===== src/rtl/bandit_arm_scheduler_unit_macros.svh =====
// Assertion macros shared by the bandit arm scheduler RTL.
`ifndef BANDIT_ARM_SCHEDULER_UNIT_MACROS_SVH
`define BANDIT_ARM_SCHEDULER_UNIT_MACROS_SVH

// Same-cycle implication, disabled during reset.
`define BAS_ASSERT_IMPLY(label, ante, cons) \
  label: assert property (@(posedge clk) disable iff (rst) (ante) |-> (cons)) \
    else $error("bas: implication check failed");

// Next-cycle implication, disabled during reset.
`define BAS_ASSERT_NEXT(label, ante, cons) \
  label: assert property (@(posedge clk) disable iff (rst) (ante) |=> (cons)) \
    else $error("bas: next-cycle check failed");

`endif


===== src/rtl/bas_pkg.sv =====
// Types, codes and helpers for the bandit arm scheduler.
package bas_pkg;

  localparam logic [1:0] OP_RECORD = 2'd0;
  localparam logic [1:0] OP_CHOOSE = 2'd1;
  localparam logic [1:0] OP_RAISE  = 2'd2;
  localparam logic [1:0] OP_LOWER  = 2'd3;

  localparam logic [2:0] CFG_WINDOW_MODE   = 3'd0;
  localparam logic [2:0] CFG_BUCKET_LENGTH = 3'd1;
  localparam logic [2:0] CFG_MIN_RUN_TIME  = 3'd2;
  localparam logic [2:0] CFG_GAMMA         = 3'd3;
  localparam logic [2:0] CFG_ARMS_IN_USE   = 3'd4;
  localparam logic [2:0] CFG_EPSILON_MIN   = 3'd5;
  localparam logic [2:0] CFG_EPSILON_MAX   = 3'd6;
  localparam logic [2:0] CFG_EPSILON_STEP  = 3'd7;

  localparam logic        RST_WINDOW_MODE   = 1'b1;
  localparam logic [31:0] RST_BUCKET_LENGTH = 32'd60000;
  localparam logic [31:0] RST_MIN_RUN_TIME  = 32'd10000;
  localparam logic [15:0] RST_GAMMA         = 16'd65208;
  localparam logic [4:0]  RST_ARMS_IN_USE   = 5'd16;
  localparam logic [15:0] RST_EPSILON_MIN   = 16'd655;
  localparam logic [15:0] RST_EPSILON_MAX   = 16'd49152;
  localparam logic [15:0] RST_EPSILON_STEP  = 16'd3277;
  localparam logic [15:0] RST_EPSILON       = 16'd655;

  localparam logic [47:0] MAX48 = 48'hFFFF_FFFF_FFFF;
  localparam logic [31:0] MAX32 = 32'hFFFF_FFFF;

  // Serial arithmetic unit widths.
  localparam int MUL_A_W = 48;
  localparam int MUL_B_W = 32;
  localparam int PROD_W  = MUL_A_W + MUL_B_W;
  localparam int DIV_N_W = PROD_W;
  localparam int DIV_D_W = 48;

  typedef struct packed {
    logic [1:0]  operation;
    logic [3:0]  arm;
    logic [23:0] coverage;
    logic [31:0] elapsed;
    logic [15:0] random_draw;
    logic [3:0]  random_arm;
  } item_t;

  typedef struct packed {
    logic [3:0]  selected_arm;
    logic        explored;
    logic [31:0] best_score;
    logic [15:0] epsilon_now;
  } result_t;

  // One arm's stored state, one RAM word.
  typedef struct packed {
    logic [47:0] window_coverage;
    logic [47:0] window_time;
    logic [47:0] total_coverage;
    logic [47:0] total_time;
    logic [31:0] bucket_fill;
  } arm_state_t;

  function automatic logic [47:0] sat_add48(input logic [47:0] a, input logic [47:0] b);
    logic [48:0] s;
    s = {1'b0, a} + {1'b0, b};
    return s[48] ? MAX48 : s[47:0];
  endfunction

  function automatic logic [31:0] sat_add32(input logic [31:0] a, input logic [31:0] b);
    logic [32:0] s;
    s = {1'b0, a} + {1'b0, b};
    return s[32] ? MAX32 : s[31:0];
  endfunction

endpackage


===== src/rtl/bas_div.sv =====
// Restoring serial divider, one quotient bit per cycle.
module bas_div (
  input  logic                        clk,
  input  logic                        rst,
  input  logic                        start,
  input  logic [bas_pkg::DIV_N_W-1:0]  dividend,
  input  logic [bas_pkg::DIV_D_W-1:0]  divisor,
  output logic                        busy,
  output logic                        done,
  output logic [bas_pkg::DIV_N_W-1:0]  quotient
);

  localparam int CNT_W = $clog2(bas_pkg::DIV_N_W);

  logic [bas_pkg::DIV_D_W-1:0] rem;
  logic [bas_pkg::DIV_D_W-1:0] dsr;
  logic [CNT_W-1:0]            cnt;
  logic [bas_pkg::DIV_D_W:0]   sh;
  logic                        qbit;

  // trial subtract of the shifted remainder
  always_comb begin
    sh   = {rem, quotient[bas_pkg::DIV_N_W-1]};
    qbit = (sh >= {1'b0, dsr});
  end

  always_ff @(posedge clk) begin
    if (rst) begin
      busy <= 1'b0;
      done <= 1'b0;
      cnt  <= '0;
    end else begin
      done <= 1'b0;
      if (start) begin
        quotient <= dividend;
        dsr      <= divisor;
        rem      <= '0;
        cnt      <= '0;
        busy     <= 1'b1;
      end else if (busy) begin
        rem      <= qbit ? bas_pkg::DIV_D_W'(sh - {1'b0, dsr}) : sh[bas_pkg::DIV_D_W-1:0];
        quotient <= {quotient[bas_pkg::DIV_N_W-2:0], qbit};
        cnt      <= cnt + CNT_W'(1);
        if (cnt == CNT_W'(bas_pkg::DIV_N_W - 1)) begin
          busy <= 1'b0;
          done <= 1'b1;
        end
      end
    end
  end

endmodule


===== config.mk =====
export PLATFORM = sky130hd
export DESIGN_NAME = bas_div
export DESIGN_NICKNAME = d
export VERILOG_FILES = /design/src/rtl/bandit_arm_scheduler_unit_macros.svh /design/src/rtl/bas_pkg.sv /design/src/rtl/bas_div.sv
export SDC_FILE = /design/constraint.sdc
export NUM_CORES = 1
export LEC_CHECK = 0
export BUFFER_PORTS_ARGS = -buffer_cell sky130_fd_sc_hd__buf_4
export CAP_MARGIN = 20
export CORE_AREA = 2 2 168 120
export DETAILED_ROUTE_END_ITERATION = 12
export DIE_AREA = 0 0 170 122
export PLACE_DENSITY = 0.79
export SYNTH_ARGS = -nofsm -noshare
export SYNTH_HDL_FRONTEND = slang
export SYNTH_SLANG_ARGS = --single-unit

===== constraint.sdc =====
create_clock -name clk -period 9 [get_ports clk]
set_input_delay 0.9 -clock clk [delete_from_list [all_inputs] [get_ports clk]]
set_output_delay 0.9 -clock clk [all_outputs]
set_load 0.03 [all_outputs]

; Word level (Yosys, flattened, before mapping)
; Cells that the tools add are included.
[totals]
memories = 0
out_inout_bits = 82
mem_bits_ro = 0
wordCells = 25
ramBits = 0
latchBits = 0
register_bits = 185
[op_classes]
magnitude_cmp = 1
n_eq_ne = 1
mul = 0
shift = 0
n_reduce_logical = 5
mux = 8
n_bitwise = 2
n_div = 0
addsub = 2
[op_table]
columns = op, count
row1 = 80-bit two-way mux, 2
row2 = 48-bit two-way mux, 2
row3 = 49-bit by 48-bit >= comparator with 1-bit output, 1
row4 = 48-bit subtractor, 1
row5 = "7-bit by 1-bit adder with 7-bit output, second input constant", 1
row6 = "7-bit equality test, second input constant", 1
row7 = 1-bit two-way mux, 4
row8 = 2-bit AND reduction, 2
row9 = 3-bit OR reduction, 1
row10 = 1-bit NOT, 2
row11 = 2-bit nonzero test, 1
row12 = 2-bit OR reduction, 1

; Logic depth before layout (Yosys ltp)
[logic_depth]
ltp_word = 4
ltp_mapped = 14
ltp_nobuf = 12

; Worst setup path before layout
; No wires, ideal clock.
[synth_timing]
path_kind = input -> register
startpoint = input port start
endpoint = register quotient[0] (netlist name), enable pin
path_slack_ps = 1355
t_required_ps = 8384
arrival_time_ps = 7028
stages = 5
n_path_buf = 3
path_cell_list = clkbuf_1 clkbuf_1 clkbuf_1 nor2_1 nor2_1
[synth_between]
elab_chain_len = 2
[synth_lines]
columns = element, line_no
row1 = "start, declared", bas_div.sv:5  ; input logic start,
row2 = 2-bit nonzero test (no line), -
row3 = 2-bit AND reduction (no line), -
row4 = "end signal, assigned", bas_div.sv:35  ; quotient <= dividend;
row5 = "end signal, assigned", bas_div.sv:42  ; quotient <= {quotient[bas_pkg::DIV_N_W-2:0], qbit};
row6 = "end, declared", bas_div.sv:10  ; output logic [bas_pkg::DIV_N_W-1:0] quotient
; Every way passes these cells.
; A chain may end at the register's enable or synchronous reset.

; Worst setup path in the final report
[layout_timing]
startpoint = register rem[0] (netlist name)
endpoint = register rem[32] (netlist name), data pin
[layout_between]
elab_chain_len = 3
[layout_lines]
columns = element, line_no
row1 = "start, declared", bas_div.sv:15  ; logic [bas_pkg::DIV_D_W-1:0] rem;
row2 = "start signal, assigned", bas_div.sv:41  ; rem <= qbit ? bas_pkg::DIV_D_W'(sh - {1'b0, dsr}) : sh[bas_pkg::DIV_D_W-1:0];
row3 = 48-bit subtractor or 49-bit by 48-bit >= comparator with 1-bit output (tied branches), "bas_div.sv:41, bas_div.sv:24"
row4 = 48-bit two-way mux (*), bas_div.sv:41
row5 = 48-bit two-way mux (*), bas_div.sv:40  ; end else if (busy) begin
; Mark *: on every way between the ends. The rest lies on a longest branch, timed or not. The select of a mux whose other input is x is not followed.

==> qor.yml <==
status:
  status: "finished clean"
route:
  drt-initial-drc-count: 749
  totalWireLength_um: 25000
  routed-via-count: 8048
  ant_nets: 0
  dr.pass1.iters: 5
  viasPerCell: 5.84
  wl_per_cell_um: 18.1
  drc_errors: 0
floorplan:
  design.core.area_um2: 19400
  ioPinCount: 213
  die_x_um: 170
  die_h_um: 122
  die_area_um2: 20700
  num_rows: 43
  start_util_pct: 53.6
logic_synthesis:
  synth_top_area_share_pct: 50.9
  syn_area_per_cell_um2: 11.2
  yosys_warnings: 0
  synth_flop_cell: "edfxtp_1"
  ys_types: 65
  synth.largest_area_cell: "edfxtp_1"
  ys_seq_elements: 185
  syn_inst: 928
  synth_area_leaders: "edfxtp_1 51%, mux2_2 8.6%, ha_1 5.9%, a21oi_1 4.4%, nand2_1 3.9%"
  async_flop_share_pct: 0
  synth-edff-count: 176
  synth_nets: 1109
  netlist_area_um2: 10400
  seq_area_frac_synth_pct: 52.7
worst_setup_path:
  cp.arrival_ps: 4290
  worstSetupPathType: "reg2reg"
  cp-start-kind: "flop"
  critPathRequiredTime_ps: 9200
  worstPathMaxFanout: 48
  crit_path_end_kind: "flop"
global_routing:
  antenna_found_initial: 0
  grt_pass1_vias: 7461
  overflow: 0
  grt_pass1_wl_um: 39100
  grt_max_degree: 70
  grt_use_total_pct: 24.1
clocking:
  postCtsSetupRepairBufs: 0
  clk_latency_ps: 440
  htreeDepth: 4
  clkTransAtPathRegs_ps: 80
  cts_sinks: 185
  cts_max_path_buffers: 2
  postCtsHoldBufs: 0
  cts_buffers: 17
  cts_resized: 0
  cts-root-buf: "clkbuf_16"
  cts_tree: "done"
sta:
  finalSetupTns_ps: 0
  holdWs_ps: 502
  max_slew_margin_pct: 29.8
  fin_skew_ps: 15.1
  final.period_utilization_pct: 45.5
  rsz0062_at_grt: "no"
  fmax_mhz: 244
  slew_violations: 0
  fin_ws_ps: 4900
  layout_min_cycle_time_ps: 4100
  hold_viol: 0
  setup_viol: 0
  worst_pin_slew_ps: 1050
placement:
  dp_hpwl_um: 17800
  port-buffer-count: 212
  gp_congestion: 0.885
  post-place-ws_ps: 5080
  placedCellCount: 1347
finish:
  nets: 1300
  drive_gt1_share_pct: 30.5
  regArea_um2: 5470
  area_growth_syn_to_layout_pct: 22.7
  diodes: 0
  multi_input_area_um2: 4510
  stdcell_count: 1379
  fill_cells: 1501
power_and_ir_drop:
  max-vdd-ir-drop_mv: 0.117
  p_per_area_nw_per_um2: 194
  p_leak_nw: 5.27
  totalPowerFinal_w: 0.00247
run:
  cap_violations: 0
hold_path:
  hold_class: "reg2reg"
[synthesized netlist by cell type (all sizes together), types with 3 or more instances]
cell type,number
o21bai,7
xnor2,22
xor2,14
o21ai,35
o21a,8
nand2,109
nand3,23
nor2,32
nand2b,8
a21o,30
nor3,7
and2,7
clkbuf,25
a31o,3
nor2b,5
mux2,79
a2111oi,4
inv,56
o211ai,4
nand4,12
buf,22
a21oi,92
and4,8
o31ai,5
a211oi,13
nor4,5
or3,11
and3,5
a31oi,7
or2,5
ha,49
dfxtp,9
edfxtp,176
[through the flow]
step	cell area (µm²)	util, %
global route	12700	65.7
CTS	12700	65.7
floorplan	10400	-
detailed placement	12100	62.6
finish	12700	65.7
global placement	12100	62.6
[power breakdown]
group | internal, W | switching, W | leakage (nW)
Combinational | 0.000272 | 0.000389 | 3.23
Sequential | 0.00103 | 0.0000324 | 1.76
Clock | 0.000374 | 0.000375 | 0.287
[layout make-up]
type	count	share of cell area, %
flip-flops and latches	185	42.9
multi-input cells	639	35.4
repair buffers	219	12.9
clock buffers	17	3.34
well taps	247	2.43
inverters	57	1.68
clock inverters	15	1.36
[logic make-up after synthesis]
family                     Yosys count  synth area share (%)
adders and majority gates           50                  6.10
and+or+nand+nor                    243                  11.4
xor gates and xnor gates            36                  3.04
muxes                               81                  8.77
buffers and inverters              104                  4.12
AOI/OAI and AO/OA                  229                  13.9
DFF                                185                  52.7
[state kept, by name (all words and copies together), names as in the netlist]
| register | flops |
|---|---|
| quotient | 80 |
| dsr | 48 |
| rem | 48 |
| cnt | 7 |
| busy | 1 |
| done | 1 |
[per-layer routing]
metal	part of all wire [%]	up-vias	wire length [µm]	global-route usage (%)
li1	-	3832	-	-
met1	47	3892	11700	35.9
met2	45	299	11400	36.9
met3	6.6	25	1650	4.16
met4	1.1	0	284	5.56
met5	0	-	0	0
[placed cells by master (no fill, tap or decap), drive strengths merged, types with 14 or more instances in the layout]
master	n
buf	219
edfxtp	176
nand2	109
a21oi	92
mux2	79
inv	63
ha	49
o21ai	35
nor2	32
a21o	30
nand3	23
xnor2	22
clkbuf	17
xor2	14
[critical path, stage by stage, from the launching register on]
cell       delay (ps)
edfxtp_1          430
ha_1              330
nor2b_1           170
o31ai_1           340
a2111oi_0         190
a211oi_1          890
o32a_1            330
a31o_2            230
a21o_1            130
buf_4             460
nor3_1            100
a32o_1            250
[worst paths after layout]
check                                           from               endpoint  slack (ps)  cells after the start
worst max-delay path            rem[0]$_SDFFCE_PP0P_  rem[32]$_SDFFCE_PP0P_        4900                     11
worst min register to register   cnt[6]$_SDFFE_PP0P_    cnt[6]$_SDFFE_PP0P_         500                      2
worst max register to register  rem[0]$_SDFFCE_PP0P_  rem[32]$_SDFFCE_PP0P_        4900                     11
worst min-delay path             cnt[6]$_SDFFE_PP0P_    cnt[6]$_SDFFE_PP0P_         500                      2
(Power assumes the default switching activity.)
