===== config.mk =====
export PLATFORM = sky130hd
export DESIGN_NAME = bas_ram
export DESIGN_NICKNAME = d
export VERILOG_FILES = /design/src/rtl/bandit_arm_scheduler_unit_macros.svh /design/src/rtl/bas_ram.sv
export SDC_FILE = /design/constraint.sdc
export NUM_CORES = 1
export LEC_CHECK = 0
export ABC_AREA = 1
export BUFFER_PORTS_ARGS = -buffer_cell sky130_fd_sc_hd__buf_4
export CORE_ASPECT_RATIO = 1.75
export CORE_MARGIN = 4
export CORE_UTILIZATION = 35
export CTS_BUF_LIST = sky130_fd_sc_hd__clkbuf_16
export DETAILED_ROUTE_END_ITERATION = 7
export PLACE_DENSITY_LB_ADDON = 0.15
export SLEW_MARGIN = 0
export SYNTH_ARGS = -nofsm -noshare
export SYNTH_HDL_FRONTEND = slang
export SYNTH_SLANG_ARGS = --single-unit

===== constraint.sdc =====
create_clock -name clk -period 1.3 [get_ports clk]
set_input_delay 0.13 -clock clk [delete_from_list [all_inputs] [get_ports clk]]
set_output_delay 0.13 -clock clk [all_outputs]
set_load 0.01 [all_outputs]

===== src/rtl/bandit_arm_scheduler_unit_macros.svh =====
// Assertion macros shared by the bandit arm scheduler RTL.
`ifndef BANDIT_ARM_SCHEDULER_UNIT_MACROS_SVH
`define BANDIT_ARM_SCHEDULER_UNIT_MACROS_SVH

// Same-cycle implication, disabled during reset.
`define BAS_ASSERT_IMPLY(label, ante, cons) \
  label: assert property (@(posedge clk) disable iff (rst) (ante) |-> (cons)) \
    else $error("bas: implication check failed");

// Next-cycle implication, disabled during reset.
`define BAS_ASSERT_NEXT(label, ante, cons) \
  label: assert property (@(posedge clk) disable iff (rst) (ante) |=> (cons)) \
    else $error("bas: next-cycle check failed");

`endif


===== src/rtl/bas_ram.sv =====
// Generic single-write, single-read RAM with registered read data.
module bas_ram #(
  parameter int WIDTH = 8,
  parameter int DEPTH = 16
) (
  input  logic                                  clk,
  input  logic                                  wr_en,
  input  logic [(DEPTH > 1 ? $clog2(DEPTH) : 1)-1:0] wr_addr,
  input  logic [WIDTH-1:0]                      wr_data,
  input  logic [(DEPTH > 1 ? $clog2(DEPTH) : 1)-1:0] rd_addr,
  output logic [WIDTH-1:0]                      rd_data
);

  logic [WIDTH-1:0] mem [DEPTH];

  always_ff @(posedge clk) begin
    if (wr_en) begin
      mem[wr_addr] <= wr_data;
    end
    rd_data <= mem[rd_addr];
  end

endmodule


---- Yosys cells after proc, flatten, opt, wreduce, memory -nomap -nowiden ----
Memories as Yosys holds them, arrays and structs flattened. A register that Yosys moved wholly into a read port is not among the register bits.
Index checks and enable logic that the tools add are counted.
storage, ports and cells
  register bits after elaboration ......... 0
  bits in latches ......................... 0
  bits in writable memories ............... 128
  bits in read-only memories .............. 0
  memories ................................ 1
operators by class
  $add $sub $neg .......................... 0
  multiply operators ...................... 0
  div/mod/pow operators ................... 0
  magnitude comparators ................... 0
  equal/unequal tests ..................... 0
  shift operators ......................... 0
  multiplexer cells ....................... 2
  bitwise operators ....................... 0
  reductions and logical operators ........ 0
memory list
  name  depth  width  rd ports  clocked after memory_dff  write ports  line           source
  mem   16     8      1         1                         1            bas_ram.sv:14  logic [WIDTH-1:0] mem [DEPTH];
operators with widths
  kind     count
  $mux W1  2

---- Depth between registers and ports, before layout ----
Gate-level depths: netlist of run 1.
  word-level depth ........................ 2
  depth in mapped cells ................... 8

---- Worst setup path before layout of run 1 ----
No wires, ideal clock.
  path kind ............................... in2reg
  from .................................... input wr_addr[2] (netlist name)
  to ...................................... memory mem[10][0], enable pin
  data arrival time ....................... 711 ps
  data required time ...................... 930 ps
  path slack .............................. 219 ps
  stages on the path ...................... 2
  buffers on the path ..................... 0
  path through ............................ nand3b_1 > nor2_1
RTL lines
  element             line           source
  start: declaration  bas_ram.sv:8   input logic [(DEPTH > 1 ? $clog2(DEPTH) : 1)-1:0] wr_addr,
  end: declaration    bas_ram.sv:14
No word-level cell before the write port.

==> impl_table.tex, run 1 <==
\begin{tabular}{lr}
\hline
Metric & Value \\
\hline
\multicolumn{2}{l}{\textbf{Run status}} \\
\quad Outcome & complete, no violations \\
\multicolumn{2}{l}{\textbf{Synth}} \\
\quad Synthesized netlist net count & roughly 570 \\
\quad Synth cell types & 12 \\
\quad Cell type contributing the most total cell area after synthesis & edfxtp\_1 \\
\quad Synth top area cells & edfxtp\_1 (67\%), nand2\_1 (11\%), nand3\_1 (8.4\%) \\
\quad Proportion of synthesized chip area in sequential cells & 0.694 \\
\quad Synth Warn \# & 0 \\
\quad Mean post-synth cell area & roughly 10 µm² \\
\quad Synthesized instance count & $\sim$550 \\
\quad Yosys top cell area share & 0.667 \\
\quad Area of the mapped netlist & 5770 µm² \\
\quad Number of register bits inferred by synthesis & $\sim$140 \\
\multicolumn{2}{l}{\textbf{Clock network}} \\
\quad Hold-fix buffers, CTS & 0 \\
\quad Clock tree sinks & roughly 140 \\
\quad Buffer type at the clock tree root & clkbuf\_16 \\
\quad Setup repair bufs after CTS & 0 \\
\quad PostCTS Resize Cnt & 0 \\
\quad CTS tree & done \\
\quad Clock insertion delay at the later pin of the skew report & about 0.41 ns \\
\quad CTS H-tree depth & 4 \\
\quad Maximum buffer depth of the clock tree & 2 \\
\quad Clock buffer count from CTS & 17 \\
\quad Clock-pin slew on the worst setup and hold paths & about 0.060 ns \\
\multicolumn{2}{l}{\textbf{Setup path}} \\
\quad Critical Path, Cell by Cell & inv\_1 -> nand2\_1 -> nand3\_1 -> nand3\_1 -> nand3\_1 -> nand2\_1 \\
\quad Critical path's slowest cell & edfxtp\_1 \\
\quad Stages on worst setup path & 6 \\
\quad Startpoint Class & register \\
\quad Register-to-Register Path Depth & 6 \\
\quad Reg2Reg Launch Point & mem[15][1] \\
\quad Setup crit end & rd\_data[1] \\
\quad CP dominant cell by count & nand3\_1 \\
\quad Top Family by Delay on Critical Path & simple AND/OR/NAND/NOR gates \\
\quad CP Class & reg2reg \\
\quad Crit path largest cell delay & $\sim$0.36 ns \\
\quad Maximum net fanout on the critical path & 1 \\
\quad Worst setup EP type & register \\
\quad Bufs and invs on worst path & 1 \\
\quad Worst EP arrival & 1.35 ns \\
\quad Crit path from & mem[15][1] \\
\quad R2r setup slk & 0.25 ns \\
\quad Reg2Reg Capture Point & rd\_data[1] \\
\quad WP data required & approximately 1.6 ns \\
\multicolumn{2}{l}{\textbf{Detailed routing}} \\
\quad Highest routed layer & met4 \\
\quad Total met2 wirelength after detailed routing & 7360 µm \\
\quad Routed wire per std cell & between 15 and 20 µm \\
\quad First DRT Iteration DRCs & around 230 \\
\quad Wire length on met3 & $\sim$470 µm \\
\quad Via count & 3,805 \\
\quad Number of nets with antenna violations after detailed routing & 0 \\
\quad Number of remaining DRC errors & 0 \\
\quad Total length of routed wires & about 14,000 µm \\
\quad Pre-antenna DRT Iters & 4 \\
\quad Vias per cell & 4.76 \\
\quad Wl on met1 & between 5000 and 6000 µm \\
\multicolumn{2}{l}{\textbf{Power}} \\
\quad PD cells & approximately 1500 nW/µm² \\
\quad Overall Power & around 9.9 mW \\
\quad Leakage power & 2.94 nW \\
\quad Worst ir drop on vdd & approximately 0.0007 V \\
\multicolumn{2}{l}{\textbf{STA}} \\
\quad Final period utilization & 0.805 \\
\quad Max frequency & about 960 MHz \\
\quad Number of failing hold endpoints at the final stage & 0 \\
\quad Headroom to the max-slew limit & 0.816 \\
\quad Worst Skew & around 0.0053 ns \\
\quad Slew of the pin with the lowest slew margin & $\sim$0.28 ns \\
\quad Minimum period implied by the final worst setup slack & between 1 and 1.5 ns \\
\quad Unrepaired setup endpoints after global routing & no \\
\quad Number of max-slew violations in the final report & 0 \\
\quad Count of final setup violators & 0 \\
\quad Summed negative setup slack over all endpoints & 0 ns \\
\multicolumn{2}{l}{\textbf{Floorplanning}} \\
\quad Area inside the core boundary & between 15,000 and 20,000 µm² \\
\quad Die span in y & 178 µm \\
\quad Area of the die & 18,700 µm² \\
\quad Die width & $\sim$110 µm \\
\quad Effective utilization at floorplan & 0.360 \\
\quad Number of cell rows & between 60 and 70 \\
\quad I/O pin count & 26 \\
\multicolumn{2}{l}{\textbf{Place}} \\
\quad Half-perimeter wire length after detailed placement & between 9000 and 10,000 µm \\
\quad Routability congestion estimate from global placement & just over 0.8 \\
\quad IO Port Bufs & 25 \\
\multicolumn{2}{l}{\textbf{GRT}} \\
\quad Aggregate global-route resource usage & 0.161 \\
\quad Global route total overflow & 0 \\
\quad Number of global-route vias before repair & 3,782 \\
\quad Wire length of the first global-routing pass & between 20,000 and 25,000 µm \\
\quad Number of antenna violations at the first check in global routing & 0 \\
\quad Largest net degree at the start of global routing & between 40 and 50 \\
\multicolumn{2}{l}{\textbf{Cells and area}} \\
\quad Most frequent cells in the layout & nand2\_1 (173), edfxtp\_1 (128), inv\_1 (102), nand3\_1 (97), buf\_4 (45) \\
\quad Fraction of final layout cells sized beyond drive strength 1 & 0.136 \\
\quad Fillcell total & 1,541 \\
\quad Commonest non-fill, non-tap cell in the layout & nand2\_1 \\
\quad Net count, final & between 600 and 700 \\
\quad Number of antenna repair diodes & 0 \\
\quad Layout overhead on the synthesized area & 18.4\% \\
\multicolumn{2}{l}{\textbf{Worst hold path}} \\
\quad Class of the tightest hold or removal check & in2reg \\
\multicolumn{2}{l}{\textbf{Flow run}} \\
\quad Reported max-cap violation count & 0 \\
\hline
\end{tabular}
==> logic make-up (layout without fill, tap and decap cells) <==
family                 after synthesis  in the layout  share of synthesized area
and+or+nand+nor                    289            289                      0.210
DFF                                136            136                      0.694
buffers and inverters              126            185                     0.0952
==> state kept, by name, indices dropped and copies added (netlist names) <==
name	cells
rd_data	8
mem	128
==> worst min-delay path by stage <==
stage	from	endpoint	slack, ns	cells past startpoint
detailed placement	rd_addr[3]	rd_data[2]	0.47	3
global placement	rd_addr[3]	rd_data[5]	0.46	3
CTS	rd_addr[3]	rd_data[2]	0.03	3
finish	rd_addr[3]	rd_data[4]	0.05	3
floorplan	wr_data[0]	mem[0][0]	0.23	0
global route	rd_addr[3]	rd_data[5]	0.04	3
==> report_power, final <==
part | total [mW] | switching (mW) | internal [mW] | leakage (nW)
combinational | 0.678 | 0.442 | 0.236 | 1.47
sequential | 4.93 | 0.0293 | 4.90 | 1.22
clock | 4.32 | 1.89 | 2.43 | 0.243
==> area by class of cell <==
cell class | instances | area [µm²] | share of cell area
clock buffer | 17 | 425 | 0.0623
clock inverter | 15 | 108 | 0.0158
inverter | 102 | 383 | 0.0561
multi-input combinational | 289 | 1210 | 0.178
sequential | 136 | 4000 | 0.586
tap | 189 | 236 | 0.0346
timing repair buffer | 51 | 458 | 0.0671
==> routing by layer <==
layer / vias up / track usage
li1: 1863 / -
met1: 1821 / 0.178
met2: 89 / 0.279
met3: 32 / 0.0400
met4: 0 / 0.0947
met5: - / 0
==> per-stage QoR <==
stage          std cells  instance area [µm²]  hold WS [ns]  utilization  worst slack, ns
2_1_floorplan        551                 5770         0.229            -            0.219
3_3_place_gp         767                 6290         0.462        0.393           0.0764
3_5_place_dp         767                 6290         0.466        0.393           0.0648
4_1_cts              799                 6830        0.0333        0.426            0.219
5_1_grt              799                 6830        0.0375        0.426            0.147
6_report             799                 6830        0.0510        0.426            0.254
==> worst min-delay path, cell delays in order <==
cell and delay (ns):
buf_4 0.16, nand3_1 0.09, nand2_1 0.06
==> synth_stat cells <==
library cell	number
buf_1	1
buf_6	6
nand3_1	97
dfxtp_1	8
buf_2	13
nand2_1	173
inv_1	100
buf_4	4
edfxtp_1	128
inv_2	2
nand3b_1	2
nor2_1	17
Note: power is estimated with default switching activity, not from simulation.
==> run 2: changes to the inputs <==
==> constraint.sdc (replaced) <==
create_clock -name clk -period 0.9 [get_ports clk]
set_input_delay 0.09 -clock clk [delete_from_list [all_inputs] [get_ports clk]]
set_output_delay 0.09 -clock clk [all_outputs]
set_load 0.01 [all_outputs]
==> impl_table.tex, run 2 (same netlist as run 1, synthesis figures left out) <==
\begin{tabular}{lr}
\hline
Metric & Value \\
\hline
\multicolumn{2}{l}{\textbf{Cells and area}} \\
\quad Post-route non-filler standard cell count & 814 \\
\quad Largest register by flop count & mem \\
\quad Commonest non-fill, non-tap cell in the layout & nand2\_1 \\
\quad Number of antenna repair diodes & 0 \\
\quad Post-route standard cell area excluding fillers & roughly 7200 µm² \\
\quad Fraction of final layout cells sized beyond drive strength 1 & 0.213 \\
\quad Largest registers ranked by flip-flop count & mem x128, rd\_data x8 \\
\quad Most frequent cells in the layout & nand2\_1 (172), edfxtp\_1 (128), inv\_1 (101), nand3\_1 (76), buf\_4 (49) \\
\quad Layout overhead on the synthesized area & 25.4\% \\
\quad Layout Utilization & 0.451 \\
\quad Number of flip-flops under the largest register name & 128 \\
\quad Net count, final & between 600 and 700 \\
\multicolumn{2}{l}{\textbf{Setup path}} \\
\quad Crit path largest cell delay & $\sim$0.35 ns \\
\quad Worst setup EP type & output pin \\
\quad Worst EP arrival & 0.85 ns \\
\quad Critical Path, Cell by Cell & buf\_6 \\
\quad Register-to-Register Path Depth & 6 \\
\quad Maximum net fanout on the critical path & 1 \\
\quad Bufs and invs on worst path & 1 \\
\quad CP Class & reg2out \\
\quad Reg2Reg Capture Point & rd\_data[5] \\
\quad Top Family by Delay on Critical Path & flip-flops \\
\quad WP data required & 0.81 ns \\
\quad Reg2Reg Launch Point & mem[4][5] \\
\quad Critical path's slowest cell & dfxtp\_2 \\
\quad R2r setup slk & -0.02 ns \\
\quad Startpoint Class & register \\
\multicolumn{2}{l}{\textbf{STA}} \\
\quad Max frequency & approximately 1100 MHz \\
\quad Count of final setup violators & 15 \\
\quad Slack of the critical path & -0.0382 ns \\
\quad Minimum period implied by the final worst setup slack & 0.938 ns \\
\quad Worst Skew & 0.0108 ns \\
\quad Number of max-slew violations in the final report & 0 \\
\quad Headroom to the max-slew limit & 0.817 \\
\quad Final period utilization & 1.04 \\
\quad Unrepaired setup endpoints after global routing & yes \\
\quad Summed negative setup slack over all endpoints & -0.282 ns \\
\quad Number of failing hold endpoints at the final stage & 0 \\
\quad Slew of the pin with the lowest slew margin & 0.274 ns \\
\multicolumn{2}{l}{\textbf{Clock network}} \\
\quad Maximum buffer depth of the clock tree & 2 \\
\quad Clock tree sinks & $\sim$140 \\
\quad Setup repair bufs after CTS & 0 \\
\quad Clock buffer count from CTS & 17 \\
\quad Hold-fix buffers, CTS & 0 \\
\quad CTS tree & done \\
\quad CTS H-tree depth & 4 \\
\quad Clock insertion delay at the later pin of the skew report & roughly 0.40 ns \\
\quad Clock-pin slew on the worst setup and hold paths & $\sim$0.06 ns \\
\quad Buffer type at the clock tree root & clkbuf\_16 \\
\multicolumn{2}{l}{\textbf{GRT}} \\
\quad Global route total overflow & 0 \\
\quad Number of antenna violations at the first check in global routing & 0 \\
\quad Number of global-route vias before repair & 4,098 \\
\quad Aggregate global-route resource usage & 0.160 \\
\quad Wire length of the first global-routing pass & between 20,000 and 25,000 µm \\
\quad Largest net degree at the start of global routing & 36 \\
\multicolumn{2}{l}{\textbf{Detailed routing}} \\
\quad Vias per cell & 4.74 \\
\quad First DRT Iteration DRCs & between 150 and 200 \\
\quad Number of nets with antenna violations after detailed routing & 0 \\
\quad Via count & 3,856 \\
\quad Routed wire per std cell & around 17 µm \\
\quad Number of remaining DRC errors & 0 \\
\quad Pre-antenna DRT Iters & 4 \\
\quad Total length of routed wires & about 14,000 µm \\
\multicolumn{2}{l}{\textbf{Floorplanning}} \\
\quad Number of cell rows & 61 \\
\quad Die width & $\sim$110 µm \\
\quad Area inside the core boundary & approximately 16,000 µm² \\
\quad Effective utilization at floorplan & 0.360 \\
\quad Die span in y & between 150 and 200 µm \\
\quad Area of the die & between 15,000 and 20,000 µm² \\
\quad I/O pin count & 26 \\
\multicolumn{2}{l}{\textbf{Flow run}} \\
\quad Reported max-cap violation count & 0 \\
\multicolumn{2}{l}{\textbf{Power}} \\
\quad Leakage power & around 3.1 nW \\
\quad PD cells & $\sim$2100 nW/µm² \\
\quad Overall Power & 15.3 mW \\
\quad Worst ir drop on vdd & roughly 0.0012 V \\
\multicolumn{2}{l}{\textbf{Worst hold path}} \\
\quad WHS Path Cells & 1 \\
\quad Class of the tightest hold or removal check & in2reg \\
\quad Start point of the worst hold path & wr\_data[6] \\
\quad Min-Delay Endpoint & mem[2][6] \\
\multicolumn{2}{l}{\textbf{Place}} \\
\quad Inst Count DP & between 700 and 800 \\
\quad Area of placed instances & around 6500 µm² \\
\quad Half-perimeter wire length after detailed placement & roughly 9600 µm \\
\quad Routability congestion estimate from global placement & just over 0.8 \\
\quad IO Port Bufs & 25 \\
\multicolumn{2}{l}{\textbf{Run status}} \\
\quad Violations in the final reports & negative setup slack \\
\quad Outcome & complete, but fails checks \\
\hline
\end{tabular}
-- run 2: layout make-up --
type	count	area (µm²)
repair buffers	66	638
flip-flops and latches	136	4010
inverters	102	383
multi-input cells	289	1350
clock inverters	15	185
fillers	1538	8800
clock buffers	17	425
well taps	189	236
-- run 2: metrics by stage --
| stage | setup WS (ns) | hold slack (ns) |
|---|---|---|
| after floorplan | -0.119 | 0.189 |
| after global placement | -0.268 | 0.431 |
| after detailed placement | -0.253 | 0.443 |
| after CTS | -0.0666 | 0.0138 |
| after global routing | -0.109 | 0.0266 |
| final | -0.0382 | 0.0177 |
-- run 2: timing repair --
item / in CTS / in global routing
pin swaps: 25 / 9
setup endpoints to repair: 16 / 16
resized for setup: 30 / 7
-- run 2: worst max-delay path by stage --
stage,from,to,slack [ns],cells after the start
2_1_floorplan,wr_addr[0],mem[0][0],-0.12,3
3_3_place_gp,wr_addr[2],mem[3][3],-0.27,5
3_5_place_dp,wr_addr[2],mem[3][0],-0.25,5
4_1_cts,rd_data[5],rd_data[5],-0.07,1
5_1_grt,mem[15][1],rd_data[1],-0.11,6
6_report,rd_data[2],rd_data[2],-0.04,1
-- run 2: metal layers --
layer  wire length [µm]  vias to the layer above  GRT usage
li1                   -                     1895          -
met1               5530                     1874      0.177
met2               7760                       76      0.299
met3                470                       11     0.0306
met4                241                        0     0.0657
met5                  0                        -          0
-- run 2: power by group --
part	internal, mW	switching [mW]
clock	4.60	2.52
sequential	7.09	0.0514
combinational	0.417	0.666
total	12.1	3.23
