`src/rtl/bandit_arm_scheduler_unit_macros.svh`:
```
// Assertion macros shared by the bandit arm scheduler RTL.
`ifndef BANDIT_ARM_SCHEDULER_UNIT_MACROS_SVH
`define BANDIT_ARM_SCHEDULER_UNIT_MACROS_SVH

// Same-cycle implication, disabled during reset.
`define BAS_ASSERT_IMPLY(label, ante, cons) \
  label: assert property (@(posedge clk) disable iff (rst) (ante) |-> (cons)) \
    else $error("bas: implication check failed");

// Next-cycle implication, disabled during reset.
`define BAS_ASSERT_NEXT(label, ante, cons) \
  label: assert property (@(posedge clk) disable iff (rst) (ante) |=> (cons)) \
    else $error("bas: next-cycle check failed");

`endif

```
`src/rtl/bas_pkg.sv`:
```
// Types, codes and helpers for the bandit arm scheduler.
package bas_pkg;

  localparam logic [1:0] OP_RECORD = 2'd0;
  localparam logic [1:0] OP_CHOOSE = 2'd1;
  localparam logic [1:0] OP_RAISE  = 2'd2;
  localparam logic [1:0] OP_LOWER  = 2'd3;

  localparam logic [2:0] CFG_WINDOW_MODE   = 3'd0;
  localparam logic [2:0] CFG_BUCKET_LENGTH = 3'd1;
  localparam logic [2:0] CFG_MIN_RUN_TIME  = 3'd2;
  localparam logic [2:0] CFG_GAMMA         = 3'd3;
  localparam logic [2:0] CFG_ARMS_IN_USE   = 3'd4;
  localparam logic [2:0] CFG_EPSILON_MIN   = 3'd5;
  localparam logic [2:0] CFG_EPSILON_MAX   = 3'd6;
  localparam logic [2:0] CFG_EPSILON_STEP  = 3'd7;

  localparam logic        RST_WINDOW_MODE   = 1'b1;
  localparam logic [31:0] RST_BUCKET_LENGTH = 32'd60000;
  localparam logic [31:0] RST_MIN_RUN_TIME  = 32'd10000;
  localparam logic [15:0] RST_GAMMA         = 16'd65208;
  localparam logic [4:0]  RST_ARMS_IN_USE   = 5'd16;
  localparam logic [15:0] RST_EPSILON_MIN   = 16'd655;
  localparam logic [15:0] RST_EPSILON_MAX   = 16'd49152;
  localparam logic [15:0] RST_EPSILON_STEP  = 16'd3277;
  localparam logic [15:0] RST_EPSILON       = 16'd655;

  localparam logic [47:0] MAX48 = 48'hFFFF_FFFF_FFFF;
  localparam logic [31:0] MAX32 = 32'hFFFF_FFFF;

  // Serial arithmetic unit widths.
  localparam int MUL_A_W = 48;
  localparam int MUL_B_W = 32;
  localparam int PROD_W  = MUL_A_W + MUL_B_W;
  localparam int DIV_N_W = PROD_W;
  localparam int DIV_D_W = 48;

  typedef struct packed {
    logic [1:0]  operation;
    logic [3:0]  arm;
    logic [23:0] coverage;
    logic [31:0] elapsed;
    logic [15:0] random_draw;
    logic [3:0]  random_arm;
  } item_t;

  typedef struct packed {
    logic [3:0]  selected_arm;
    logic        explored;
    logic [31:0] best_score;
    logic [15:0] epsilon_now;
  } result_t;

  // One arm's stored state, one RAM word.
  typedef struct packed {
    logic [47:0] window_coverage;
    logic [47:0] window_time;
    logic [47:0] total_coverage;
    logic [47:0] total_time;
    logic [31:0] bucket_fill;
  } arm_state_t;

  function automatic logic [47:0] sat_add48(input logic [47:0] a, input logic [47:0] b);
    logic [48:0] s;
    s = {1'b0, a} + {1'b0, b};
    return s[48] ? MAX48 : s[47:0];
  endfunction

  function automatic logic [31:0] sat_add32(input logic [31:0] a, input logic [31:0] b);
    logic [32:0] s;
    s = {1'b0, a} + {1'b0, b};
    return s[32] ? MAX32 : s[31:0];
  endfunction

endpackage

```
`src/rtl/bas_mul.sv`:
```
// Shift-add serial multiplier, one multiplier bit per cycle.
module bas_mul (
  input  logic                       clk,
  input  logic                       rst,
  input  logic                       start,
  input  logic [bas_pkg::MUL_A_W-1:0] a,
  input  logic [bas_pkg::MUL_B_W-1:0] b,
  output logic                       busy,
  output logic                       done,
  output logic [bas_pkg::PROD_W-1:0]  prod
);

  localparam int CNT_W = $clog2(bas_pkg::MUL_B_W);

  logic [bas_pkg::PROD_W-1:0]  a_sh;
  logic [bas_pkg::MUL_B_W-1:0] b_sh;
  logic [CNT_W-1:0]            cnt;

  always_ff @(posedge clk) begin
    if (rst) begin
      busy <= 1'b0;
      done <= 1'b0;
      cnt  <= '0;
    end else begin
      done <= 1'b0;
      if (start) begin
        a_sh <= bas_pkg::PROD_W'(a);
        b_sh <= b;
        prod <= '0;
        cnt  <= '0;
        busy <= 1'b1;
      end else if (busy) begin
        // accumulate one partial product
        prod <= prod + (b_sh[0] ? a_sh : '0);
        a_sh <= a_sh << 1;
        b_sh <= b_sh >> 1;
        cnt  <= cnt + CNT_W'(1);
        if (cnt == CNT_W'(bas_pkg::MUL_B_W - 1)) begin
          busy <= 1'b0;
          done <= 1'b1;
        end
      end
    end
  end

endmodule

```
`config.mk`:
```
export PLATFORM = sky130hd
export DESIGN_NAME = bas_mul
export DESIGN_NICKNAME = d
export VERILOG_FILES = /design/src/rtl/bandit_arm_scheduler_unit_macros.svh /design/src/rtl/bas_pkg.sv /design/src/rtl/bas_mul.sv
export SDC_FILE = /design/constraint.sdc
export NUM_CORES = 1
export LEC_CHECK = 0
export ABC_AREA = 1
export ABC_CLOCK_PERIOD_IN_PS = 11670
export BUFFER_PORTS_ARGS = -buffer_cell sky130_fd_sc_hd__clkbuf_2
export CELL_PAD_IN_SITES_DETAIL_PLACEMENT = 1
export CELL_PAD_IN_SITES_GLOBAL_PLACEMENT = 1
export CORE_MARGIN = 4
export CORE_UTILIZATION = 39
export CTS_CLUSTER_DIAMETER = 150
export CTS_CLUSTER_SIZE = 14
export DETAILED_ROUTE_END_ITERATION = 10
export PLACE_DENSITY_LB_ADDON = 0.08
export SLEW_MARGIN = 20
export SYNTH_ARGS = -nofsm -noshare
export SYNTH_HDL_FRONTEND = slang
export SYNTH_SLANG_ARGS = --single-unit
```
`constraint.sdc`:
```
create_clock -name clk -period 11.67 [get_ports clk]
set_input_delay 1.7505 -clock clk [delete_from_list [all_inputs] [get_ports clk]]
set_output_delay 1.7505 -clock clk [all_outputs]
set_load 0.02 [all_outputs]
```
**Word-level counts from Yosys, hierarchy flattened**

Index checks and enable logic that the tools add are counted.

- Input bits: 83
- Register bits: 199
- Logic and storage cells: 26
- Output and inout bits: 82

- Bitwise logic cells: 2
- Reduce and logical (&&, ||, !) cells: 4
- Muxes and demuxes: 10
- Equality and inequality tests: 1
- Add/subtract/negate cells: 2

Operator list:

| operator | count |
|---|---|
| 80-bit 2-to-1 mux | 3 |
| 80-bit adder | 1 |
| 32-bit 2-to-1 mux | 2 |
| 48-bit 2-to-1 mux | 1 |
| 5-bit by 1-bit adder with 5-bit output, second input constant | 1 |
| 5-bit equality test, second input constant | 1 |
| 1-bit 2-to-1 mux | 4 |
| 3-bit OR reduction | 1 |
| 1-bit NOT | 2 |
| 2-bit AND reduction | 1 |
| 2-bit nonzero test | 1 |
| 2-bit OR reduction | 1 |

**Longest topological paths before layout**

Gate-level depths: netlist of the first run.

- Depth in word-level cells: 4
- Depth in mapped cells: 20
- Gate-level depth less buffers: 18

**Least setup slack after synthesis of the first run**

Ideal clock, no wire load.

- Path kind: input-to-reg
- From: input start
- To: register a_sh[0] (netlist name) (enable)
- Library setup time: 0.812 ns
- Slack: -0.730 ns
- Buffers on the path: 2
- Stages on the path: 4
- Data required time: 10.858 ns
- Data arrival time: 11.589 ns
- Path through: clkbuf_1 -> clkinv_1 -> clkbuf_1 -> a21oi_1

- Longest elaborated chain between the ends: 2

RTL lines:

| element | RTL line | text |
|---|---|---|
| from (decl) | bas_mul.sv:5 | `input logic start,` |
| 2-bit nonzero test (no source line) | - |  |
| 2-bit AND reduction (no source line) | - |  |
| to (signal assigned) | bas_mul.sv:27 | `a_sh <= bas_pkg::PROD_W'(a);` |
| to (signal assigned) | bas_mul.sv:35 | `a_sh <= a_sh << 1;` |
| to (decl) | bas_mul.sv:15 | `logic [bas_pkg::PROD_W-1:0] a_sh;` |

Every way passes these cells.
A chain may end at the register's enable or synchronous reset.

**Worst setup path in the final report of the first run**

- From: input start
- To: register prod[59] (netlist name) (enable)

- Longest elaborated chain between the ends: 2

RTL lines:

| element | RTL line | text |
|---|---|---|
| 2-bit nonzero test (no source line) | - |  |
| 2-bit AND reduction (no source line) | - |  |
| to (signal assigned) | bas_mul.sv:34 | `prod <= prod + (b_sh[0] ? a_sh : '0);` |
| to (decl) | bas_mul.sv:10 | `output logic [bas_pkg::PROD_W-1:0] prod` |

Every way passes these cells.

==> results of run 1 <==
==> report_power, final <==
group	leakage (nW)	internal (mW)	switching (mW)
sequential	1.93	0.851	0.0316
combinational	7.25	0.157	0.396
clock	0.311	0.316	0.329
total	9.48	1.32	0.756
==> sequential cells by signal, summed over array words and instances, names as in the netlist <==
name,flops
busy,1
cnt,5
a_sh,80
done,1
b_sh,32
prod,80
==> worst min-delay path, stage by stage (launching register included) <==
cell and delay [ps]:
dfxtp_1 330, nand2_1 60, a21oi_1 50
==> area by class of cell <==
| cell class | instances | area (sq um) | area share |
|---|---|---|---|
| inverters | 486 | 1830 | 0.104 |
| clock buffers | 19 | 475 | 0.0271 |
| flip-flops and latches | 199 | 5910 | 0.336 |
| clock inverters | 13 | 169 | 0.00961 |
| multi-input cells | 1663 | 7680 | 0.437 |
| repair buffers | 171 | 876 | 0.0498 |
| well taps | 518 | 648 | 0.0369 |
==> layer usage <==
layer  wire, um  share of wire  vias to the layer above  GRT usage
met5          0              0                        -          0
met4       1130          0.020                        0     0.0686
met3       2670          0.048                       48     0.0485
met2      25300           0.45                      266      0.415
met1      27000           0.48                     7198      0.363
li1           -              -                     7634          -
==> metrics by stage <==
step | cell area, sq um | hold slack, ps | instances
final | 17600 | 480 | 3069
after global routing | 17600 | 505 | 3069
after CTS | 17600 | 484 | 3069
after detailed placement | 16900 | 470 | 3037
after global placement | 16900 | 452 | 3037
after floorplan | 15600 | 445 | 2388
==> cell families after synthesis <==
family / synth area share
buf+inv: 0.127
compound gates: 0.0834
simple gates: 0.343
xor+xnor: 0.000563
fa+ha+maj: 0.0665
flops: 0.380
==> layout by cell type (no fill, tap or decap), drive strengths merged, types with 14 or more instances in the layout <==
| cell type | count |
|---|---|
| a21oi | 155 |
| clkbuf | 182 |
| edfxtp | 192 |
| ha | 81 |
| inv | 491 |
| nand2 | 956 |
| nand3 | 67 |
| nor2 | 274 |
| nor3 | 17 |
| o21ai | 67 |
| o21bai | 14 |
==> Yosys cell counts <==
| master | count | area (sq um) |
|---|---|---|
| nand2_1 | 948 | 3560 |
| inv_1 | 474 | 1780 |
| nor2_1 | 249 | 935 |
| edfxtp_1 | 192 | 5770 |
| a21oi_1 | 155 | 776 |
| ha_1 | 81 | 1010 |
| o21ai_0 | 66 | 330 |
| nand3_1 | 57 | 285 |
| clkbuf_1 | 33 | 124 |
| nor2_2 | 23 | 144 |
| o21bai_1 | 14 | 105 |
| nor3_1 | 12 | 60.1 |
| inv_2 | 10 | 37.5 |
| nand3_2 | 10 | 100 |
| nand2_2 | 8 | 50.1 |
| o21a_1 | 8 | 60.1 |
| dfxtp_1 | 7 | 140 |
| nand4_1 | 7 | 43.8 |
| nor4_1 | 6 | 37.5 |
| buf_1 | 5 | 18.8 |
| nor3_2 | 5 | 50.1 |
| a31oi_1 | 2 | 12.5 |
| and2_1 | 2 | 12.5 |
| buf_2 | 2 | 10.0 |
| clkinv_1 | 2 | 7.51 |
| nand3b_1 | 2 | 15.0 |
| nor2_4 | 2 | 22.5 |
| or2_2 | 2 | 12.5 |
| a21o_1 | 1 | 7.51 |
| fa_1 | 1 | 20.0 |
| o21ai_1 | 1 | 5.00 |
| xor2_1 | 1 | 8.76 |
==> worst max-delay path by stage <==
stage,endpoint,start,slack (ps),cells after the start
final,prod[59],start,6840,5
after global routing,a_sh[58],start,6570,5
after CTS,prod[72],start,6810,5
after detailed placement,prod[59],start,6230,5
after global placement,a_sh[57],start,6300,5
after floorplan,a_sh[0],start,3630,4
==> impl_metrics.env, run 1 <==
export IMPL_outcome="finished clean"
export IMPL_postRouteAntennaNets=0
export IMPL_r2r_start="b_sh[0]"
export IMPL_grt_pass1_wl_um=86800
export IMPL_startpoint_type="primary input"
export IMPL_die_h_um=208
export IMPL_synth_cells=2388
export IMPL_ioPinCount=165
export IMPL_fp_coreArea_sq_mm=0.0390
export IMPL_crit_path_top_delay_cell="a21oi_4"
export IMPL_p_per_area_mw_per_mm2=118
export IMPL_antenna_found_initial=1
export IMPL_cp_arrival_ps=4960
export IMPL_dpl_hpwl_um=46400
export IMPL_worst_hold_path_endpoint="cnt[4]"
export IMPL_utilization=0.451
export IMPL_die_area_sq_mm=0.0431
export IMPL_syn_mean_instance_area_sq_um=6.51
export IMPL_max_freq_mhz=207
export IMPL_reg2reg_depth=15
export IMPL_wirelength_um=56100
export IMPL_cts_resized=0
export IMPL_syn2layout_area_growth_pct=13.1
export IMPL_cts_tree="done"
export IMPL_setup_slack_ps=6840
export IMPL_required_ps=11800
export IMPL_worst_slew_pin_slew_ps=1020
export IMPL_crit_chain="buf_4 -> inv_4 -> a21oi_4 -> buf_4 -> buf_4"
export IMPL_seq_area_frac_synth=0.380
export IMPL_clock_sinks=199
export IMPL_hold_depth=2
export IMPL_fin_setup_tns_ps=0
export IMPL_grt_setup_unrepaired="no"
export IMPL_via_per_inst=4.94
export IMPL_timing_final_max_slew_violations=0
export IMPL_synth_nets=2553
export IMPL_drt_iter0_markers=902
export IMPL_die_w_um=208
export IMPL_yosys_warnings=0
export IMPL_antenna_cells=0
export IMPL_total_power_mw=2.08
export IMPL_grt_use_total=0.259
export IMPL_p_leak_nw=9.48
export IMPL_cts_reportedPaths_clkPinSlew_ps=90
export IMPL_netlist_area_sq_mm=0.0155
export IMPL_drc=0
export IMPL_setup_violations=0
export IMPL_rrSetupSlack_ps=8020
export IMPL_critPathBufInv=4
export IMPL_pre_cts_ws_ps=6230
export IMPL_max_cap_violations=0
export IMPL_port_buffers=164
export IMPL_start_util=0.399
export IMPL_nets=2703
export IMPL_critPathTopFamily="buffers and inverters"
export IMPL_dr_total_vias=15100
export IMPL_worstPathMaxFanout=94
export IMPL_hold_viol_final=0
export IMPL_cpMostUsedCell="buf_4"
export IMPL_clock_latency_ps=500
export IMPL_end_kind="flip-flop"
export IMPL_cts_max_level=4
export IMPL_r2r_end="prod[74]"
export IMPL_cts_root_buf="clkbuf_16"
export IMPL_gp_congestion=0.982
export IMPL_row_count=72
export IMPL_critical_path_class="in -> reg"
export IMPL_post_cts_setup_buffer_count=0
export IMPL_grt_overflow=0
export IMPL_drt_wirelength_per_cell_um=18.3
export IMPL_clock_path_buffers=2
export IMPL_relSlewSlack=0.318
export IMPL_synth_cell_types=32
export IMPL_cts_buffers=17
export IMPL_hp_class="reg -> reg"
export IMPL_vdd_ir_drop_max_mv=0.129
export IMPL_fin_crit_ps=4830
export IMPL_ys_ff_latch=199
export IMPL_grt_pass1_vias=15600
export IMPL_hold_start="cnt[4]"
export IMPL_max_stage_delay_ps=890
export IMPL_skew_ps=17.5
export IMPL_min_period_over_period=0.414
export IMPL_firstDrtPassIters=5
export IMPL_num_fill_cells=5324
export IMPL_cts_hold_buf=0
export IMPL_grt_max_degree=95
export IMPL_drive_gt1_frac=0.104
Power figures use the tool's default switching activity.
==> run 2, diff against run 1 <==
--- a/config.mk
+++ b/config.mk
@@ -5,13 +5,13 @@
 export SDC_FILE = /design/constraint.sdc
 export NUM_CORES = 1
 export LEC_CHECK = 0
-export ABC_AREA = 1
-export ABC_CLOCK_PERIOD_IN_PS = 11670
+export ABC_AREA = 0
+export ABC_CLOCK_PERIOD_IN_PS = 4330
 export BUFFER_PORTS_ARGS = -buffer_cell sky130_fd_sc_hd__clkbuf_2
 export CELL_PAD_IN_SITES_DETAIL_PLACEMENT = 1
 export CELL_PAD_IN_SITES_GLOBAL_PLACEMENT = 1
 export CORE_MARGIN = 4
-export CORE_UTILIZATION = 39
+export CORE_UTILIZATION = 42
 export CTS_CLUSTER_DIAMETER = 150
 export CTS_CLUSTER_SIZE = 14
 export DETAILED_ROUTE_END_ITERATION = 10
==> constraint.sdc (replaced) <==
create_clock -name clk -period 4.33 [get_ports clk]
set_input_delay 0.6495 -clock clk [delete_from_list [all_inputs] [get_ports clk]]
set_output_delay 0.6495 -clock clk [all_outputs]
set_load 0.02 [all_outputs]
==> run 2 against run 1 <==
Against the previous run:
- count of clock-buffer cells in the layout down 2
- first-iteration DRC count down 26%
- synthesized area decreased by 16%
- via count shrank 33%
- critical endpoint is now prod[66]
- highest routed layer is now met5
==> impl_metrics.env, run 2 <==
export IMPL_outcome="finished clean"
export IMPL_synth_most_common_cell="edfxtp_1"
export IMPL_ys_ff_latch=199
export IMPL_cts_reportedPaths_clkPinSlew_ps=90
export IMPL_clock_path_buffers=2
export IMPL_clock_latency_ps=470
export IMPL_min_period_over_period=0.931
export IMPL_gp_congestion=0.898
export IMPL_wirelength_um=35500
export IMPL_startpoint_type="flip-flop"
export IMPL_yosys_area_top_type="edfxtp_1"
export IMPL_grt_overflow=0
export IMPL_cts_hold_buf=0
export IMPL_num_fill_cells=3467
export IMPL_drc=0
export IMPL_hold_depth=2
export IMPL_synth_nets=1451
export IMPL_seq_area_frac_synth=0.451
export IMPL_drive_gt1_frac=0.219
export IMPL_grt_pass1_vias=10600
export IMPL_pre_cts_ws_ps=273
export IMPL_fin_setup_tns_ps=0
export IMPL_worstPathMaxFanout=37
export IMPL_finalInstanceArea_sq_mm=0.0150
export IMPL_p_per_area_mw_per_mm2=369
export IMPL_final_common_cell="edfxtp_1"
export IMPL_synth_flop_cell="edfxtp_1"
export IMPL_skew_ps=15.0
export IMPL_cp_arrival_ps=4270
export IMPL_antenna_cells=0
export IMPL_antenna_found_initial=1
export IMPL_syn_mean_instance_area_sq_um=10.2
export IMPL_synth_cells=1286
export IMPL_required_ps=4560
export IMPL_reg_top3="a_sh (80), prod (80), b_sh (32)"
export IMPL_syn2layout_area_growth_pct=14.1
export IMPL_start_util=0.427
export IMPL_grt_use_total=0.212
export IMPL_final_cell_mix="edfxtp_1, clkbuf_2, nor2_1"
export IMPL_critical_path_class="reg -> reg"
export IMPL_nets=1582
export IMPL_synth_top_area_share=0.440
export IMPL_grt_pass1_wl_um=57700
export IMPL_reg2reg_depth=13
export IMPL_die_w_um=185
export IMPL_fp_coreArea_sq_mm=0.0307
export IMPL_setup_violations=0
export IMPL_end_kind="flip-flop"
export IMPL_via_per_inst=5.54
export IMPL_die_h_um=185
export IMPL_dr_total_vias=10100
export IMPL_netlist_area_sq_mm=0.0131
export IMPL_worst_slew_pin_slew_ps=712
export IMPL_ioPinCount=165
export IMPL_synthTopCellsByCount="edfxtp_1, nor2_1, a21oi_1"
export IMPL_relSlewSlack=0.520
export IMPL_dpl_hpwl_um=26700
export IMPL_yosys_warnings=0
export IMPL_drt_wirelength_per_cell_um=19.5
export IMPL_synth_area_top_cells="edfxtp_1, ha_1, mux2_2, a21oi_1, and2_1"
export IMPL_dp_cells=1794
export IMPL_drt_iter0_markers=665
export IMPL_cts_buffers=17
export IMPL_postRouteAntennaNets=0
export IMPL_die_area_sq_mm=0.0341
export IMPL_hp_class="in -> reg"
export IMPL_synth_cell_types=73
export IMPL_row_count=64
export IMPL_final_cell_count_no_fill=1826
export IMPL_p_leak_nw=5.99
export IMPL_clock_sinks=199
export IMPL_worst_hold_slack_ps=404
export IMPL_grt_max_degree=110
export IMPL_vdd_ir_drop_max_mv=0.293
export IMPL_port_buffers=164
export IMPL_cts_root_buf="clkbuf_16"
export IMPL_placed_cell_area_sq_mm=0.0143
export IMPL_max_freq_mhz=248
export IMPL_post_cts_setup_buffer_count=0
export IMPL_synthArstFlopShare=0
export IMPL_utilization=0.488
export IMPL_timing_final_max_slew_violations=0
export IMPL_cts_resized=0
export IMPL_total_power_mw=5.52
export IMPL_firstDrtPassIters=6
export IMPL_setup_slack_ps=297
export IMPL_max_cap_violations=0
export IMPL_synth_edf_count=192
export IMPL_hold_viol_final=0
export IMPL_cts_max_level=4
export IMPL_fin_crit_ps=4030
export IMPL_grt_setup_unrepaired="no"
export IMPL_cts_tree="done"
-- run 2: cell type report --
type                       count  area (sq um)  area share
clock inverter                15           191      0.0128
timing repair buffer         181          1000      0.0672
sequential                   199          5910       0.395
inverter                      32           120     0.00803
clock buffer                  17           425      0.0284
multi-input combinational    986          6810       0.455
tap                          396           495      0.0331
-- run 2: cells by family after synthesis --
group | count (synthesis) | share of synthesized area
compound gates | 309 | 0.150
xor+xnor | 69 | 0.0461
mux | 88 | 0.0752
buf+inv | 101 | 0.0307
simple gates | 438 | 0.169
fa+ha+maj | 82 | 0.0789
flops | 199 | 0.451
-- run 2: final timing paths --
| check | from | slack, ps | to |
|---|---|---|---|
| setup / recovery | b_sh[0] | 300 | prod[66] |
| hold / removal | rst | 400 | busy |
| setup reg to reg | b_sh[0] | 300 | prod[66] |
| hold reg to reg | cnt[4] | 510 | cnt[4] |
-- run 2: power breakdown --
group          leakage (nW)  switching, mW  internal, mW
registers              1.92         0.0880          2.31
clock network         0.299          0.901         0.796
logic                  3.77          0.882         0.549
total                  5.99           1.87          3.65
-- run 2: metal layers --
metal | wire length (um) | vias up | track usage
met5 | 13 | - | 0
met4 | 444 | 2 | 0.0479
met2 | 15700 | 198 | 0.324
met1 | 17500 | 4922 | 0.307
met3 | 1880 | 33 | 0.0527
li1 | - | 4962 | -
-- run 2: worst max-delay path, stage by stage, from the launching register on --
cell and delay (ps):
edfxtp_1 470, buf_12 210, and2_1 180, fa_1 460
a211o_1 330, a211oi_1 240, o22ai_1 150, a21oi_1 350
o221ai_2 180, a21o_2 290, a41oi_2 190, nand2_1 170
a31oi_1 230, mux2_1 340
==> run 3, diff against run 2 <==
--- a/config.mk
+++ b/config.mk
@@ -16,6 +16,7 @@
 export CTS_CLUSTER_SIZE = 14
 export DETAILED_ROUTE_END_ITERATION = 10
 export PLACE_DENSITY_LB_ADDON = 0.08
+export SETUP_SLACK_MARGIN = 0.02
 export SLEW_MARGIN = 20
 export SYNTH_ARGS = -nofsm -noshare
 export SYNTH_HDL_FRONTEND = slang
==> constraint.sdc (replaced) <==
create_clock -name clk -period 4.33 [get_ports clk]
set_input_delay 0.2165 -clock clk [delete_from_list [all_inputs] [get_ports clk]]
set_output_delay 0.2165 -clock clk [all_outputs]
set_load 0.02 [all_outputs]
==> run 3 against run 2 <==
Against the previous run:
- final cell count down 0.16%
- utilization about the same
- critical path depth did not move
- maximum frequency rose by 0.76%
- clock power about the same
- critical path type unchanged
- largest power group unchanged
==> impl_metrics.env, run 3 (synthesized netlist as in run 2, its figures left out) <==
export IMPL_vdd_ir_drop_max_mv=0.300
export IMPL_end_kind="flip-flop"
export IMPL_grt_setup_unrepaired="no"
export IMPL_grt_pass1_vias=10500
export IMPL_worstPathMaxFanout=4
export IMPL_p_leak_nw=5.97
export IMPL_drt_wirelength_per_cell_um=19.8
export IMPL_r2r_start="b_sh[0]"
export IMPL_cts_max_level=4
export IMPL_clock_sinks=199
export IMPL_reg_top3="a_sh (80), prod (80), b_sh (32)"
export IMPL_hold_start="b[31]"
export IMPL_syn2layout_area_growth_pct=14.0
export IMPL_hp_class="in -> reg"
export IMPL_fp_coreArea_sq_mm=0.0307
export IMPL_min_period_over_period=0.924
export IMPL_final_cell_mix="edfxtp_1, clkbuf_2, nor2_1"
export IMPL_drive_gt1_frac=0.217
export IMPL_worst_hold_slack_ps=35.3
export IMPL_die_h_um=185
export IMPL_ioPinCount=165
export IMPL_required_ps=4550
export IMPL_antenna_found_initial=1
export IMPL_cts_reportedPaths_clkPinSlew_ps=80
export IMPL_row_count=64
export IMPL_final_common_cell="edfxtp_1"
export IMPL_drt_iter0_markers=534
export IMPL_die_w_um=185
export IMPL_p_per_area_mw_per_mm2=372
export IMPL_fin_crit_ps=4000
export IMPL_dpl_hpwl_um=27000
export IMPL_cts_root_buf="clkbuf_16"
export IMPL_grt_max_degree=195
export IMPL_nets=1578
export IMPL_timing_final_max_slew_violations=0
export IMPL_start_util=0.427
export IMPL_die_area_sq_mm=0.0341
export IMPL_port_buffers=164
export IMPL_max_cap_violations=0
export IMPL_startpoint="b_sh[0]"
export IMPL_firstDrtPassIters=4
export IMPL_dr_total_vias=10200
export IMPL_postRouteAntennaNets=0
export IMPL_cts_tree="done"
export IMPL_clock_path_buffers=2
export IMPL_fin_setup_tns_ps=0
export IMPL_startpoint_type="flip-flop"
export IMPL_clock_latency_ps=460
export IMPL_worst_slew_pin_slew_ps=1030
export IMPL_relSlewSlack=0.314
export IMPL_hold_depth=2
export IMPL_hold_viol_final=0
export IMPL_reg2reg_depth=13
export IMPL_max_freq_mhz=250
export IMPL_cts_buffers=17
export IMPL_drc=0
export IMPL_grt_overflow=0
export IMPL_cp_arrival_ps=4220
export IMPL_grt_use_total=0.214
export IMPL_outcome="finished clean"
export IMPL_critical_path_class="reg -> reg"
export IMPL_wirelength_um=36000
export IMPL_via_per_inst=5.58
export IMPL_num_fill_cells=3436
export IMPL_post_cts_setup_buffer_count=0
export IMPL_gp_congestion=0.863
export IMPL_grt_pass1_wl_um=58200
export IMPL_skew_ps=11.4
export IMPL_setup_violations=0
## run 3: path summary, 6_finish.rpt
check / endpoint / slack [ps]
setup / recovery: prod[66] / 330
hold / removal: b_sh[31] / 40
setup reg to reg: prod[66] / 330
hold reg to reg: cnt[4] / 510
## run 3: area by class of cell
| class | count | area (sq um) | area share |
|---|---|---|---|
| antenna | 1 | 2.50 | 0.000167 |
| clock buffer | 17 | 425 | 0.0285 |
| clock inverter | 15 | 215 | 0.0144 |
| inverter | 32 | 120 | 0.00804 |
| multi-input combinational | 986 | 6810 | 0.456 |
| sequential | 199 | 5910 | 0.395 |
| tap | 396 | 495 | 0.0332 |
| timing repair buffer | 177 | 965 | 0.0646 |
## run 3: timing repair
action,4_1_cts,5_1_grt
endpoints found under the hold margin,1,0
endpoints found under the setup margin,0,2
hold buffers,1,0
resized for setup,0,3
## run 3: critical path, stage by stage (launching register included)
cell and delay (ps):
edfxtp_1 470, and2_1 180, ha_1 200, fa_1 430, a211o_1 320, a211oi_1 280, o22ai_1 190, a21oi_2 290
o221ai_2 170, a21o_2 300, a41oi_2 210, nand2_1 180, a31oi_1 220, mux2_1 330
## run 3: power by group
group / total [mW] / leakage, nW / internal [mW] / switching [mW]
clock: 1.72 / 0.310 / 0.850 / 0.874
sequential: 2.40 / 1.92 / 2.31 / 0.0947
combinational: 1.42 / 3.75 / 0.543 / 0.879
## run 3: per-stage QoR
step / worst slack, ps / util / instances / power (mW) / cell area, sq um
after floorplan: 108 / - / 1286 / 3.44 / 13100
after CTS: 218 / 0.487 / 1822 / 5.61 / 14900
after global placement: 353 / 0.466 / 1789 / 3.84 / 14300
after global routing: 75.3 / 0.487 / 1822 / 5.85 / 14900
after detailed placement: 250 / 0.466 / 1789 / 3.87 / 14300
final: 327 / 0.487 / 1823 / 5.55 / 14900
## run 3: per-layer routing
layer	track usage	vias to the layer above	wire [um]
met4	0.0379	2	290
met5	0	-	13
met2	0.339	184	16300
li1	-	4951	-
met1	0.306	5002	17600
met3	0.0511	26	1780
